==> src/design/ptt_pkg.sv <==
// Shared types, codes and reset constants for the periodic timer table.
// No dependencies; imported by every module of the block.
package ptt_pkg;

    localparam int NUM_TIMERS_DEF = 16;

    localparam int CFG_IDX_W  = 2;
    localparam int CFG_DATA_W = 16;

    localparam logic [CFG_IDX_W-1:0] CFG_TPS      = 2'd0;
    localparam logic [CFG_IDX_W-1:0] CFG_FINE_THR = 2'd1;
    localparam logic [CFG_IDX_W-1:0] CFG_FINE_CH  = 2'd2;

    localparam logic [15:0] TPS_RESET      = 16'd1000;
    localparam logic [15:0] FINE_THR_RESET = 16'd100;
    localparam logic [5:0]  FINE_CH_RESET  = 6'd0;

    localparam logic [2:0] OP_SET         = 3'd0;
    localparam logic [2:0] OP_KILL        = 3'd1;
    localparam logic [2:0] OP_RESTART     = 3'd2;
    localparam logic [2:0] OP_QUERY       = 3'd3;
    localparam logic [2:0] OP_RESTART_ALL = 3'd4;
    localparam logic [2:0] OP_TICK        = 3'd5;

    localparam logic [1:0] KIND_STATUS = 2'd0;
    localparam logic [1:0] KIND_EXPIRY = 2'd1;
    localparam logic [1:0] KIND_END    = 2'd2;

    typedef struct packed {
        logic [2:0]  op;
        logic [5:0]  timer_id;
        logic [15:0] period_seconds;
        logic [31:0] tag;
    } s_item_t;

    typedef struct packed {
        logic [1:0]  kind;
        logic [5:0]  fired_id;
        logic [31:0] fired_tag;
        logic        active;
        logic        bad_id;
        logic        last;
    } m_result_t;

    typedef struct packed {
        logic [15:0] period;
        logic [31:0] tag;
        logic [15:0] sub;
        logic [15:0] sec;
    } timer_entry_t;

    typedef struct packed {
        logic [15:0] tps;
        logic [15:0] fine_thr;
        logic [5:0]  fine_ch;
    } cfg_t;

    typedef struct packed {
        timer_entry_t entry;
        logic         fire;
        logic         status_hit;
        m_result_t    expiry;
        m_result_t    status;
    } head_out_t;

    typedef enum logic [1:0] {
        ST_IDLE,
        ST_SCAN,
        ST_FINISH
    } state_t;

endpackage

==> src/design/ptt_cell.sv <==
// One slot of the timer ring: holds one timer entry and passes it on.
// Depends on ptt_pkg for the entry type.
module ptt_cell (
    input  logic                 aclk,
    input  logic                 aresetn,
    input  logic                 shift_en,
    input  ptt_pkg::timer_entry_t d_in,
    output ptt_pkg::timer_entry_t q_out
);
    import ptt_pkg::*;

    timer_entry_t entry_reg;
    timer_entry_t entry_next;

    always_comb begin
        entry_next = entry_reg;
        if (shift_en) begin
            entry_next = d_in;
        end
    end

    always_ff @(posedge aclk) begin
        if (!aresetn) begin
            entry_reg <= '0;
        end else begin
            entry_reg <= entry_next;
        end
    end

    assign q_out = entry_reg;

endmodule

==> src/design/ptt_head.sv <==
// Update cell at the head of the timer ring: applies the current item to the
// entry passing by and forms its expiry and status results. Uses ptt_pkg.
module ptt_head #(
    parameter  int NUM_TIMERS = ptt_pkg::NUM_TIMERS_DEF,
    localparam int IDX_W      = (NUM_TIMERS > 1) ? $clog2(NUM_TIMERS) : 1
) (
    input  ptt_pkg::timer_entry_t entry_in,
    input  ptt_pkg::s_item_t      item,
    input  ptt_pkg::cfg_t         cfg,
    input  logic [IDX_W-1:0]      step,
    output ptt_pkg::head_out_t    head_out
);
    import ptt_pkg::*;

    logic [5:0]   step_id;
    logic         hit;
    logic         is_active;
    logic         is_fine;
    logic [15:0]  tps_eff;
    logic [16:0]  sub_inc;
    logic         roll;
    logic [15:0]  sub_new;
    logic [15:0]  sec_new;
    logic         fire_now;
    timer_entry_t e;
    logic         fire;

    assign step_id   = 6'(step);
    assign hit       = (item.timer_id == step_id);
    assign is_active = (entry_in.period != 16'd0);
    assign is_fine   = (cfg.fine_ch == step_id);
    assign tps_eff   = (cfg.tps == 16'd0) ? 16'd1 : cfg.tps;
    assign sub_inc   = {1'b0, entry_in.sub} + 17'd1;
    assign roll      = (sub_inc >= {1'b0, tps_eff});
    assign sub_new   = roll ? 16'd0 : sub_inc[15:0];
    assign sec_new   = (roll && (entry_in.sec != 16'hFFFF)) ? entry_in.sec + 16'd1
                                                            : entry_in.sec;
    assign fire_now  = is_fine ? (sub_new > cfg.fine_thr) : (sec_new >= entry_in.period);

    always_comb begin
        e    = entry_in;
        fire = 1'b0;
        unique case (item.op)
            OP_SET: begin
                if (hit) begin
                    e.period = item.period_seconds;
                    e.tag    = item.tag;
                    e.sub    = 16'd0;
                    e.sec    = 16'd0;
                end
            end
            OP_KILL: begin
                if (hit) begin
                    e.period = 16'd0;
                    e.tag    = 32'd0;
                end
            end
            OP_RESTART: begin
                if (hit) begin
                    e.sub = 16'd0;
                    e.sec = 16'd0;
                end
            end
            OP_QUERY: begin
            end
            OP_RESTART_ALL: begin
                if (is_active) begin
                    e.sub = 16'd0;
                    e.sec = 16'd0;
                end
            end
            OP_TICK: begin
                if (is_active) begin
                    fire = fire_now;
                    if (fire_now) begin
                        e.sub = 16'd0;
                        e.sec = 16'd0;
                    end else begin
                        e.sub = sub_new;
                        e.sec = sec_new;
                    end
                end
            end
            default: begin
            end
        endcase
    end

    always_comb begin
        head_out.entry      = e;
        head_out.fire       = fire;
        head_out.status_hit = hit && (item.op <= OP_QUERY);

        head_out.expiry.kind      = KIND_EXPIRY;
        head_out.expiry.fired_id  = step_id;
        head_out.expiry.fired_tag = entry_in.tag;
        head_out.expiry.active    = 1'b1;
        head_out.expiry.bad_id    = 1'b0;
        head_out.expiry.last      = 1'b0;

        head_out.status.kind      = KIND_STATUS;
        head_out.status.fired_id  = step_id;
        head_out.status.fired_tag = e.tag;
        head_out.status.active    = (e.period != 16'd0);
        head_out.status.bad_id    = 1'b0;
        head_out.status.last      = 1'b1;
    end

endmodule

==> src/design/periodic_timer_table.sv <==
// Top level of the periodic timer table: ring of timer cells, head update cell,
// control sequencer, configuration registers and output register. Uses ptt_pkg.
//
// The timer entries sit in a ring of NUM_TIMERS cells that rotates one step per
// cycle past a single update cell while an item is scanned, holding while an
// expiry waits for m_ready. An accepted command or tick is taken in ST_IDLE, then
// the ring makes one full turn in ST_SCAN and ST_FINISH hands over the final
// result (status or end-of-tick marker), waiting for m_ready while the output
// register is full. A command with an out-of-range timer id skips the turn and
// goes straight to ST_FINISH; an unused op code is dropped with no result.
// Results leave through a single output register, so the block may take the next
// item while the last result of the previous one is still waiting.
module periodic_timer_table #(
    parameter int NUM_TIMERS = ptt_pkg::NUM_TIMERS_DEF
) (
    input  logic                              aclk,
    input  logic                              aresetn,
    input  logic                              cfg_wr_en,
    input  logic [ptt_pkg::CFG_IDX_W-1:0]     cfg_index,
    input  logic [ptt_pkg::CFG_DATA_W-1:0]    cfg_wdata,
    input  logic                              s_valid,
    output logic                              s_ready,
    input  ptt_pkg::s_item_t                  s_item,
    output logic                              m_valid,
    input  logic                              m_ready,
    output ptt_pkg::m_result_t                m_result
);
    import ptt_pkg::*;

    localparam int IDX_W = (NUM_TIMERS > 1) ? $clog2(NUM_TIMERS) : 1;
    localparam logic [IDX_W-1:0] LAST_STEP = IDX_W'(NUM_TIMERS - 1);

    state_t           state_reg, state_next;
    logic [IDX_W-1:0] step_reg, step_next;
    s_item_t          item_reg, item_next;
    cfg_t             cfg_reg, cfg_next;
    m_result_t        fin_reg, fin_next;
    logic             m_valid_reg, m_valid_next;
    m_result_t        m_result_reg, m_result_next;

    timer_entry_t     cell_q [NUM_TIMERS];
    head_out_t        head_out;

    logic             in_accept;
    logic             out_free;
    logic             bad_cmd;
    logic             advance;
    logic             exp_load;
    logic             fin_load;
    logic             scan_done;

    // ring: each cell takes from its upper neighbor, the top cell from the head
    genvar gi;
    generate
        for (gi = 0; gi < NUM_TIMERS; gi++) begin : g_cell
            timer_entry_t d_in;
            if (gi == NUM_TIMERS - 1) begin : g_top
                assign d_in = head_out.entry;
            end else begin : g_mid
                assign d_in = cell_q[gi + 1];
            end
            ptt_cell u_cell (
                .aclk     (aclk),
                .aresetn  (aresetn),
                .shift_en (advance),
                .d_in     (d_in),
                .q_out    (cell_q[gi])
            );
        end
    endgenerate

    ptt_head #(
        .NUM_TIMERS (NUM_TIMERS)
    ) u_head (
        .entry_in (cell_q[0]),
        .item     (item_reg),
        .cfg      (cfg_reg),
        .step     (step_reg),
        .head_out (head_out)
    );

    assign out_free  = !m_valid_reg || m_ready;
    assign in_accept = s_valid && s_ready;
    assign bad_cmd   = (s_item.op <= OP_QUERY) && (s_item.timer_id >= 6'(NUM_TIMERS));
    assign scan_done = (step_reg == LAST_STEP);

    // sequencer outputs
    always_comb begin
        s_ready  = 1'b0;
        advance  = 1'b0;
        exp_load = 1'b0;
        fin_load = 1'b0;
        unique case (state_reg)
            ST_IDLE: begin
                s_ready = 1'b1;
            end
            ST_SCAN: begin
                advance  = !head_out.fire || out_free;
                exp_load = head_out.fire && out_free;
            end
            ST_FINISH: begin
                fin_load = out_free;
            end
            default: begin
            end
        endcase
    end

    // sequencer next state
    always_comb begin
        state_next = state_reg;
        unique case (state_reg)
            ST_IDLE: begin
                if (in_accept) begin
                    priority if (s_item.op > OP_TICK) begin
                        state_next = ST_IDLE;
                    end else if (bad_cmd) begin
                        state_next = ST_FINISH;
                    end else begin
                        state_next = ST_SCAN;
                    end
                end
            end
            ST_SCAN: begin
                if (advance && scan_done) begin
                    state_next = ST_FINISH;
                end
            end
            ST_FINISH: begin
                if (fin_load) begin
                    state_next = ST_IDLE;
                end
            end
            default: begin
                state_next = ST_IDLE;
            end
        endcase
    end

    always_comb begin
        step_next = step_reg;
        if (in_accept) begin
            step_next = '0;
        end else if (advance) begin
            step_next = scan_done ? '0 : step_reg + 1'b1;
        end
    end

    assign item_next = in_accept ? s_item : item_reg;

    always_comb begin
        fin_next = fin_reg;
        if (in_accept) begin
            fin_next.kind      = (s_item.op == OP_TICK) ? KIND_END : KIND_STATUS;
            fin_next.fired_id  = bad_cmd ? s_item.timer_id : 6'd0;
            fin_next.fired_tag = 32'd0;
            fin_next.active    = 1'b0;
            fin_next.bad_id    = bad_cmd;
            fin_next.last      = 1'b1;
        end else if (advance && head_out.status_hit) begin
            fin_next = head_out.status;
        end
    end

    always_comb begin
        cfg_next = cfg_reg;
        if (cfg_wr_en) begin
            unique case (cfg_index)
                CFG_TPS:      cfg_next.tps      = cfg_wdata;
                CFG_FINE_THR: cfg_next.fine_thr = cfg_wdata;
                CFG_FINE_CH:  cfg_next.fine_ch  = cfg_wdata[5:0];
                default: begin
                end
            endcase
        end
    end

    always_comb begin
        m_valid_next  = m_valid_reg;
        m_result_next = m_result_reg;
        priority if (exp_load) begin
            m_valid_next  = 1'b1;
            m_result_next = head_out.expiry;
        end else if (fin_load) begin
            m_valid_next  = 1'b1;
            m_result_next = fin_reg;
        end else begin
            m_valid_next = m_valid_reg && !m_ready;
        end
    end

    always_ff @(posedge aclk) begin
        if (!aresetn) begin
            state_reg   <= ST_IDLE;
            step_reg    <= '0;
            m_valid_reg <= 1'b0;
            cfg_reg     <= '{tps: TPS_RESET, fine_thr: FINE_THR_RESET,
                             fine_ch: FINE_CH_RESET};
        end else begin
            state_reg   <= state_next;
            step_reg    <= step_next;
            m_valid_reg <= m_valid_next;
            cfg_reg     <= cfg_next;
        end
    end

    always_ff @(posedge aclk) begin
        item_reg     <= item_next;
        fin_reg      <= fin_next;
        m_result_reg <= m_result_next;
    end

    assign m_valid  = m_valid_reg;
    assign m_result = m_result_reg;

    a_stall_holds_ring: assert property (@(posedge aclk) disable iff (!aresetn)
        (state_reg == ST_SCAN && head_out.fire && m_valid_reg && !m_ready)
        |=> $stable(step_reg) && state_reg == ST_SCAN)
        else $error("ring advanced while an expiry was blocked");

    a_ring_realigned: assert property (@(posedge aclk) disable iff (!aresetn)
        (state_reg == ST_SCAN && state_next == ST_FINISH) |=> step_reg == '0)
        else $error("ring not back in place after a full turn");

    a_expiry_not_last: assert property (@(posedge aclk) disable iff (!aresetn)
        exp_load |=> m_valid && m_result.kind == KIND_EXPIRY && !m_result.last)
        else $error("expiry result malformed");

    a_final_is_last: assert property (@(posedge aclk) disable iff (!aresetn)
        fin_load |=> m_valid && m_result.last && state_reg == ST_IDLE)
        else $error("final result not marked last");

endmodule

==> config.mk <==
export PLATFORM = sky130hd
export DESIGN_NAME = periodic_timer_table
export DESIGN_NICKNAME = d
export VERILOG_FILES = /design/src/design/ptt_pkg.sv /design/src/design/ptt_cell.sv /design/src/design/ptt_head.sv /design/src/design/periodic_timer_table.sv
export SDC_FILE = /design/constraint.sdc
export NUM_CORES = 2
export LEC_CHECK = 0
export BUFFER_PORTS_ARGS = -buffer_cell sky130_fd_sc_hd__buf_2
export CAP_MARGIN = 15
export CORE_MARGIN = 2
export CORE_UTILIZATION = 55
export DETAILED_ROUTE_END_ITERATION = 8
export PLACE_DENSITY = 0.71
export SKIP_LAST_GASP = 1
export SYNTH_ARGS = -nofsm -noshare
export SYNTH_HDL_FRONTEND = slang
export SYNTH_SLANG_ARGS = --single-unit
export TNS_END_PERCENT = 100
==> constraint.sdc <==
create_clock -name aclk -period 18.9 [get_ports aclk]
set_clock_uncertainty 0.1 [all_clocks]
set_input_delay 0 -clock aclk [delete_from_list [all_inputs] [get_ports aclk]]
set_output_delay 0 -clock aclk [all_outputs]
set_load 0.01 [all_outputs]
# Word level (Yosys, flattened, before mapping)
# Index checks and enable logic that the tools add are counted.
[word_totals] ff_bits=1467 input_bits=80 output_inout_bits=45 word_cells=172
[op_classes] addsub=3 magnitude_cmp=7 n_eq_ne=16 mux=33 bitwise_logic=1 n_reduce_logical=26
[ops] op="two-way mux 32 bit" n=4
[ops] op="one-hot mux 32 bit (4 select lines)" n=1
[ops] op="one-hot mux 48 bit (2 select lines)" n=1
[ops] op="two-way mux 43 bit" n=2
[ops] op="two-way mux 80 bit" n=1
[ops] op="two-way mux 39 bit" n=2
[ops] op="two-way mux 16 bit" n=3
[ops] op="two-way mux 48 bit" n=1
[ops] op="nonzero test 16 bit" n=2
[ops] op="adder 16 x 1 -> 17 bit, second input constant" n=1
[ops] op=">= comparator 17 x 16 -> 1 bit" n=1
[ops] op="adder 16 x 1 -> 16 bit, second input constant" n=1
[ops] op=">= comparator 16 bit" n=1
[ops] op="> comparator 16 bit" n=1
[ops] op="logical NOT 16 bit" n=1
[ops] op="inequality test 16 bit, second input constant" n=1
[ops] op="== test 6 x 4 -> 1 bit" n=2
[ops] op="two-way mux 2 bit" n=6
[ops] op="== test 3 bit, second input constant" n=3
[ops] op="two-way mux 1 bit" n=9
[ops] op="logical AND 1 bit" n=8
[ops] op=">= comparator 6 x 5 -> 1 bit, second input constant" n=1
[ops] op="less-or-equal comparator 3 x 2 -> 1 bit, second input constant" n=2
[ops] op="two-way mux 6 bit" n=1
[ops] op="other kinds (19)" n=30

# Logic depth before layout (Yosys ltp)
[logic_depth] depth_word=15 mapped_depth=24 mapped_depth_nobuf=19

# Cells and area by module
# A second synthesis with hierarchy kept.
[hier_totals] hier_cells=5329 area_unflattened_um2=60370.4
[by_module_without_submodules] mod="ptt_cell" n_inst=16 cells_each=257 area_each_um2=3064.2 seq_area_each_um2=1601.5
[by_module_without_submodules] mod="periodic_timer_table" n_inst=1 cells_each=541 area_each_um2=7015.5 seq_area_each_um2=4854.7
[by_module_without_submodules] mod="ptt_head" n_inst=1 cells_each=676 area_each_um2=4327.9 seq_area_each_um2=0.0

# Worst setup path before layout
# OpenSTA, ideal clock, no wires.
[synth_path] kind="register -> register" start="register g_cell[0].u_cell.entry_reg (netlist bit g_cell[0].u_cell.q_out[18])" end="register m_result_reg (netlist bit m_result[10]) (enable)" setup_time_ns=0.399 arrival_time_ns=5.739 required_time_ns=18.401 slack_ns=12.662 stages_incl_launch_ff=22 path_buffers=3 period_less_slack_ns=6.238 path_cell_list="dfxtp_1 buf_2 and4_1 nand4_1 nor3_1 xor2_1 ha_1 nand2_1 o21a_1 o221a_2 a211o_1 clkbuf_1 o21a_1 or2_1 ha_1 nand4_1 or2_1 o41ai_2 a21oi_1 nor3_4 buf_2 nand2b_1"
[synth_between] elab_chain_len=11 word_cells_on_any_way=13 classes_between="add/sub: 1; order compare: 3; mux: 6; reduce/logical: 3"
[synth_lines] element="start: declaration" line_no="ptt_cell.sv:12" source="timer_entry_t entry_reg;"
[synth_lines] element="start signal: assignment" line_no="ptt_cell.sv:26" source="entry_reg <= entry_next;"
[synth_lines] element="adder 16 x 1 -> 17 bit (*)" line_no="ptt_head.sv:33" source="assign sub_inc = {1'b0, entry_in.sub} + 17'd1;"
[synth_lines] element=">= comparator 17 x 16 -> 1 bit" line_no="ptt_head.sv:34" source="assign roll = (sub_inc >= {1'b0, tps_eff});"
[synth_lines] element="logical AND 1 bit" line_no="ptt_head.sv:36" source="assign sec_new = (roll && (entry_in.sec != 16'hFFFF)) ? entry_in.sec + 16'd1"
[synth_lines] element="two-way mux 16 bit" line_no="ptt_head.sv:36"
[synth_lines] element=">= comparator 16 bit" line_no="ptt_head.sv:38" source="assign fire_now = is_fine ? (sub_new > cfg.fine_thr) : (sec_new >= entry_in.period);"
[synth_lines] element="two-way mux 1 bit (*)" line_no="ptt_head.sv:38"
[synth_lines] element="two-way mux 1 bit (*)" line_no="ptt_head.sv:73" source="if (is_active) begin"
[synth_lines] element="two-way mux 1 bit (*)" line_no="ptt_head.sv:43" source="unique case (item.op)"
[synth_lines] element="logical AND 1 bit (*)" line_no="periodic_timer_table.sv:99" source="exp_load = head_out.fire && out_free;"
[synth_lines] element="two-way mux 1 bit (*)" line_no="periodic_timer_table.sv:93" source="unique case (state_reg)"
[synth_lines] element="nonzero test 2 bit (no source line) (*)"
[synth_lines] element="end signal: assignment" line_no="periodic_timer_table.sv:210" source="m_result_reg <= m_result_next;"
[synth_lines] element="end: declaration" line_no="periodic_timer_table.sv:39" source="m_result_t m_result_reg, m_result_next;"
# Every way passes the cells marked *; elsewhere a longest branch is shown, timed or not.
# A chain may end at the register's enable or synchronous reset.

# Final worst setup path
[layout_path] start="register g_cell[0].u_cell.entry_reg (netlist bit g_cell[0].u_cell.q_out[18])" end="register g_cell[10].u_cell.entry_reg (netlist bit g_cell[10].u_cell.q_out[36])"
[layout_between] elab_chain_len=11 word_cells_on_any_way=13 classes_between="add/sub: 1; order compare: 3; mux: 6; reduce/logical: 3"
[layout_lines] element="adder 16 x 1 -> 17 bit (*)" line_no="ptt_head.sv:33"
[layout_lines] element=">= comparator 17 x 16 -> 1 bit" line_no="ptt_head.sv:34"
[layout_lines] element="logical AND 1 bit" line_no="ptt_head.sv:36"
[layout_lines] element="two-way mux 16 bit" line_no="ptt_head.sv:36"
[layout_lines] element=">= comparator 16 bit" line_no="ptt_head.sv:38"
[layout_lines] element="two-way mux 1 bit (*)" line_no="ptt_head.sv:38"
[layout_lines] element="two-way mux 1 bit (*)" line_no="ptt_head.sv:73"
[layout_lines] element="two-way mux 1 bit (*)" line_no="ptt_head.sv:43"
[layout_lines] element="logical NOT 1 bit (*)" line_no="periodic_timer_table.sv:98" source="advance = !head_out.fire || out_free;"
[layout_lines] element="logical OR 1 bit (*)" line_no="periodic_timer_table.sv:98"
[layout_lines] element="two-way mux 1 bit (*)" line_no="periodic_timer_table.sv:93"
[layout_lines] element="end signal: assignment" line_no="ptt_cell.sv:26"
[layout_lines] element="end: declaration" line_no="ptt_cell.sv:12"
# Marks and branches as above.

==> out/qor.yml <==
status:
  run_status: "complete, no violations"
cts:
  numCtsBuffers: 147
  cts_sinks: 1466
  h-tree-depth: 4
  clk_pin_slew_worst_paths_ps: 80
  clock_path_buffers: 3
  cts_resized: 0
  cts_tree: "done"
  clk_latency_ps: 760
  clock-root-buffer: "clkbuf_16"
setup_path:
  reg2reg_depth: 23
  ff2ff_setup_slack_ps: 9590
  path_max_fanout: 213
  startpoint_type: "register"
  reg2reg_from: "g_cell[0].u_cell.q_out[18]"
  required_ps: 19460
  crit_path_end_kind: "register"
  r2r_end: "g_cell[10].u_cell.q_out[36]"
  path_class: "register to register"
  cp.arrival_ps: 9870
floorplanning:
  die_h_um: 325
  coreArea_um2: 102000
  start_util_pct: 55.6
  rows: 117
  dieArea_um2: 106000
  die_x_um: 325
  pin_count: 125
job:
  cap_violations: 0
global_route:
  grt-busiest-layer: "met2"
  antenna_found_initial: 3
  met3_usage_pct: 3.43
  grt_use_met1_pct: 28.1
  grtUsageTotal_pct: 22.2
  grt_start_max_net_pins: 277
  gr-total-overflow: 0
  grt_pass1_vias: 39246
  grt_pass1_wl_um: 198000
  grt.met2_usage_pct: 37.5
yosys:
  yosysWarningCount: 0
  synth-edff-count: 101
  syn_inst: 6500
  syn_area_um2: 56700
  synth.top_cells.by_area: "dfxtp_1, nand2_1, a21boi_1"
  syn-num-nets: 6631
  synth.avg_cell_area_um2: 8.73
  async_flop_share_pct: 0
  synth_commonest_cells: "nand2_1, dfxtp_1, a21boi_1"
  synth_cell_types: 73
  seq_area_frac_synth_pct: 53.5
  synth.most_common_cell: "nand2_1"
  synth_top_area_share_pct: 48.2
  ys.flop_type: "dfxtp_1"
  yosys.area.top_type: "dfxtp_1"
  synth_seq_cells: 1466
sta:
  tightest_slew_ps: 1190
  worst_slack_ps: 9590
  relSlewSlack_pct: 20.4
  period_minus_slack_ps: 9310
  finalHoldViolCount: 0
  fin_setup_tns_ps: 0
  period_share_pct: 49.2
  slew_viol_final: 0
  grt_setup_unrepaired: "false"
  finalSetupViolCount: 0
  fmax_mhz: 107
power_and_ir_drop:
  power.leakage_nw: 22.2
  p_int_mw: 5.03
  powerDensity_nw_per_um2: 101
  peakVddDrop_mv: 0.0866
  p_seq_share_pct: 49.2
  p_sw_mw: 1.43
  p_sw_share_pct: 22.1
  clkPwrFrac_pct: 46.3
  power_frac_comb_pct: 4.5
route:
  wire_per_inst_um: 15.1
  via_count: 42328
  postRouteAntennaNets: 0
  viasPerCell: 5.31
  drc: 0
  dr.pass1.iters: 6
  drt_wl_total_um: 121000
  drtIter0Drc: 3379
final_layout:
  regArea_um2: 30400
  multi_input_area_um2: 23900
  largest_register_ffs: 1280
  nNetsFinal: 6617
  drive_gt1_share_pct: 6.38
  area_growth_pct: 12.7
  nFillCells: 8571
min_path:
  min_to: "fin_reg[42]"
  hold_class: "input port to register"
  worst_hold_startpoint: "s_item[54]"
  holdPathStages: 4
place:
  hpwl_um: 68000
  portBuffers: 124
  dp_slack_ps: 9760
  gp_congestion: 0.861
-- cells in the final DEF, fill, tap and decap left out, types with 15 or more instances in the layout --
cell type,Yosys,layout
a22o_1,40,40
dlygate4sd3_1,0,171
inv_1,61,61
a21boi_1,774,774
a211oi_1,40,39
o21ai_0,48,48
and3_1,19,19
dfxtp_1,1365,1365
o211a_1,48,48
clkbuf_1,204,28
clkbuf_8,0,33
ha_1,51,51
clkinv_2,0,23
nor2b_1,15,15
nand2_1,2536,2536
nor3_1,16,16
nand3_1,18,17
nor2_1,28,28
buf_2,275,123
a21boi_0,451,451
a21oi_1,135,135
nor3b_1,49,48
edfxtp_1,101,101
buf_4,14,32
clkbuf_16,0,151
-- kinds of logic (layout without fill, tap and decap cells) --
group | after synthesis | after routing | synth area share (%)
other | 0 | 3 | 0
multiplexers | 9 | 9 | 0.163
AO/OA/AOI/OAI | 1624 | 1624 | 21.1
XOR/XNOR | 21 | 21 | 0.324
buffers and inverters | 559 | 660 | 4.44
adder cells (fa/ha/maj) | 51 | 51 | 1.12
flip-flops | 1466 | 1466 | 53.5
AND/OR/NAND/NOR | 2770 | 2770 | 19.4
-- how the worst max path moves through the flow --
stage	from	to	slack, ps	depth (start not counted)
after global routing	g_cell[0].u_cell.q_out[16]	g_cell[11].u_cell.q_out[76]	8810	23
final	g_cell[0].u_cell.q_out[18]	g_cell[10].u_cell.q_out[36]	9590	23
after global placement	g_cell[0].u_cell.q_out[18]	g_cell[0].u_cell.q_out[69]	10000	23
after detailed placement	g_cell[0].u_cell.q_out[16]	g_cell[11].u_cell.q_out[39]	9760	23
after CTS	g_cell[0].u_cell.q_out[18]	g_cell[10].u_cell.q_out[68]	9710	23
after floorplan	g_cell[0].u_cell.q_out[18]	m_result[10]	12660	21
-- through the flow --
stage / cell area, um2 / util (%) / hold WS, ps / cells / power, mW
2_1_floorplan: 56700 / - / -1.13 / 6500 / 3.45
3_3_place_gp: 57200 / 56.1 / 76.6 / 7534 / 3.51
3_5_place_dp: 57200 / 56.1 / 78.1 / 7534 / 3.51
4_1_cts: 64000 / 62.7 / 2.82 / 7969 / 6.52
5_1_grt: 64000 / 62.7 / 78.6 / 7972 / 6.68
6_report: 64000 / 62.7 / 88.9 / 7972 / 6.46
-- power groups by stage --
stage | clock [mW] | combinational (mW) | sequential, mW
final | 2.99 | 0.294 | 3.18
after global routing | 3.18 | 0.319 | 3.18
after CTS | 3.05 | 0.291 | 3.18
after detailed placement | 0 | 0.264 | 3.24
after global placement | 0 | 0.263 | 3.24
after floorplan | 0 | 0.208 | 3.24
-- timing repair --
action / in CTS / in global routing
hold endpoints to repair: 324 / 0
hold buffers: 171 / 0
setup buffers: 0 / 0
-- cell type report --
type,instances,area share [%]
Clock buffer,212,6.78
Timing Repair Buffer,334,4.26
Antenna cell,3,0.0117
Clock inverter,52,1.06
Inverter,62,0.366
Sequential cell,1466,47.5
Multi-Input combinational cell,4475,37.4
Tap cell,1368,2.68
-- critical path: stages (launching register included) --
cell and delay [ps]:
dfxtp_1 460, and4_1 310, nand4_1 300, nor3_1 300
xnor2_1 120, ha_1 310, nand3_1 100, nor3_1 280
o211ai_1 140, buf_4 200, a21oi_2 600, a31oi_1 180
or2_2 330, ha_1 180, a21oi_1 160, o21ai_1 100
a2111oi_0 670, o41a_1 510, o211a_4 770, buf_12 660
buf_4 810, buf_4 930, nand2_1 160, a21boi_1 210
-- metal layers --
layer / up-vias / part of all wire (%) / wire length, um
met5: - / 0 / 0
met1: 19842 / 44 / 52700
met4: 0 / 4.0 / 4820
met2: 799 / 48 / 58500
li1: 21390 / - / -
met3: 297 / 3.8 / 4580
No activity file was read; power rests on OpenSTA's default activity.
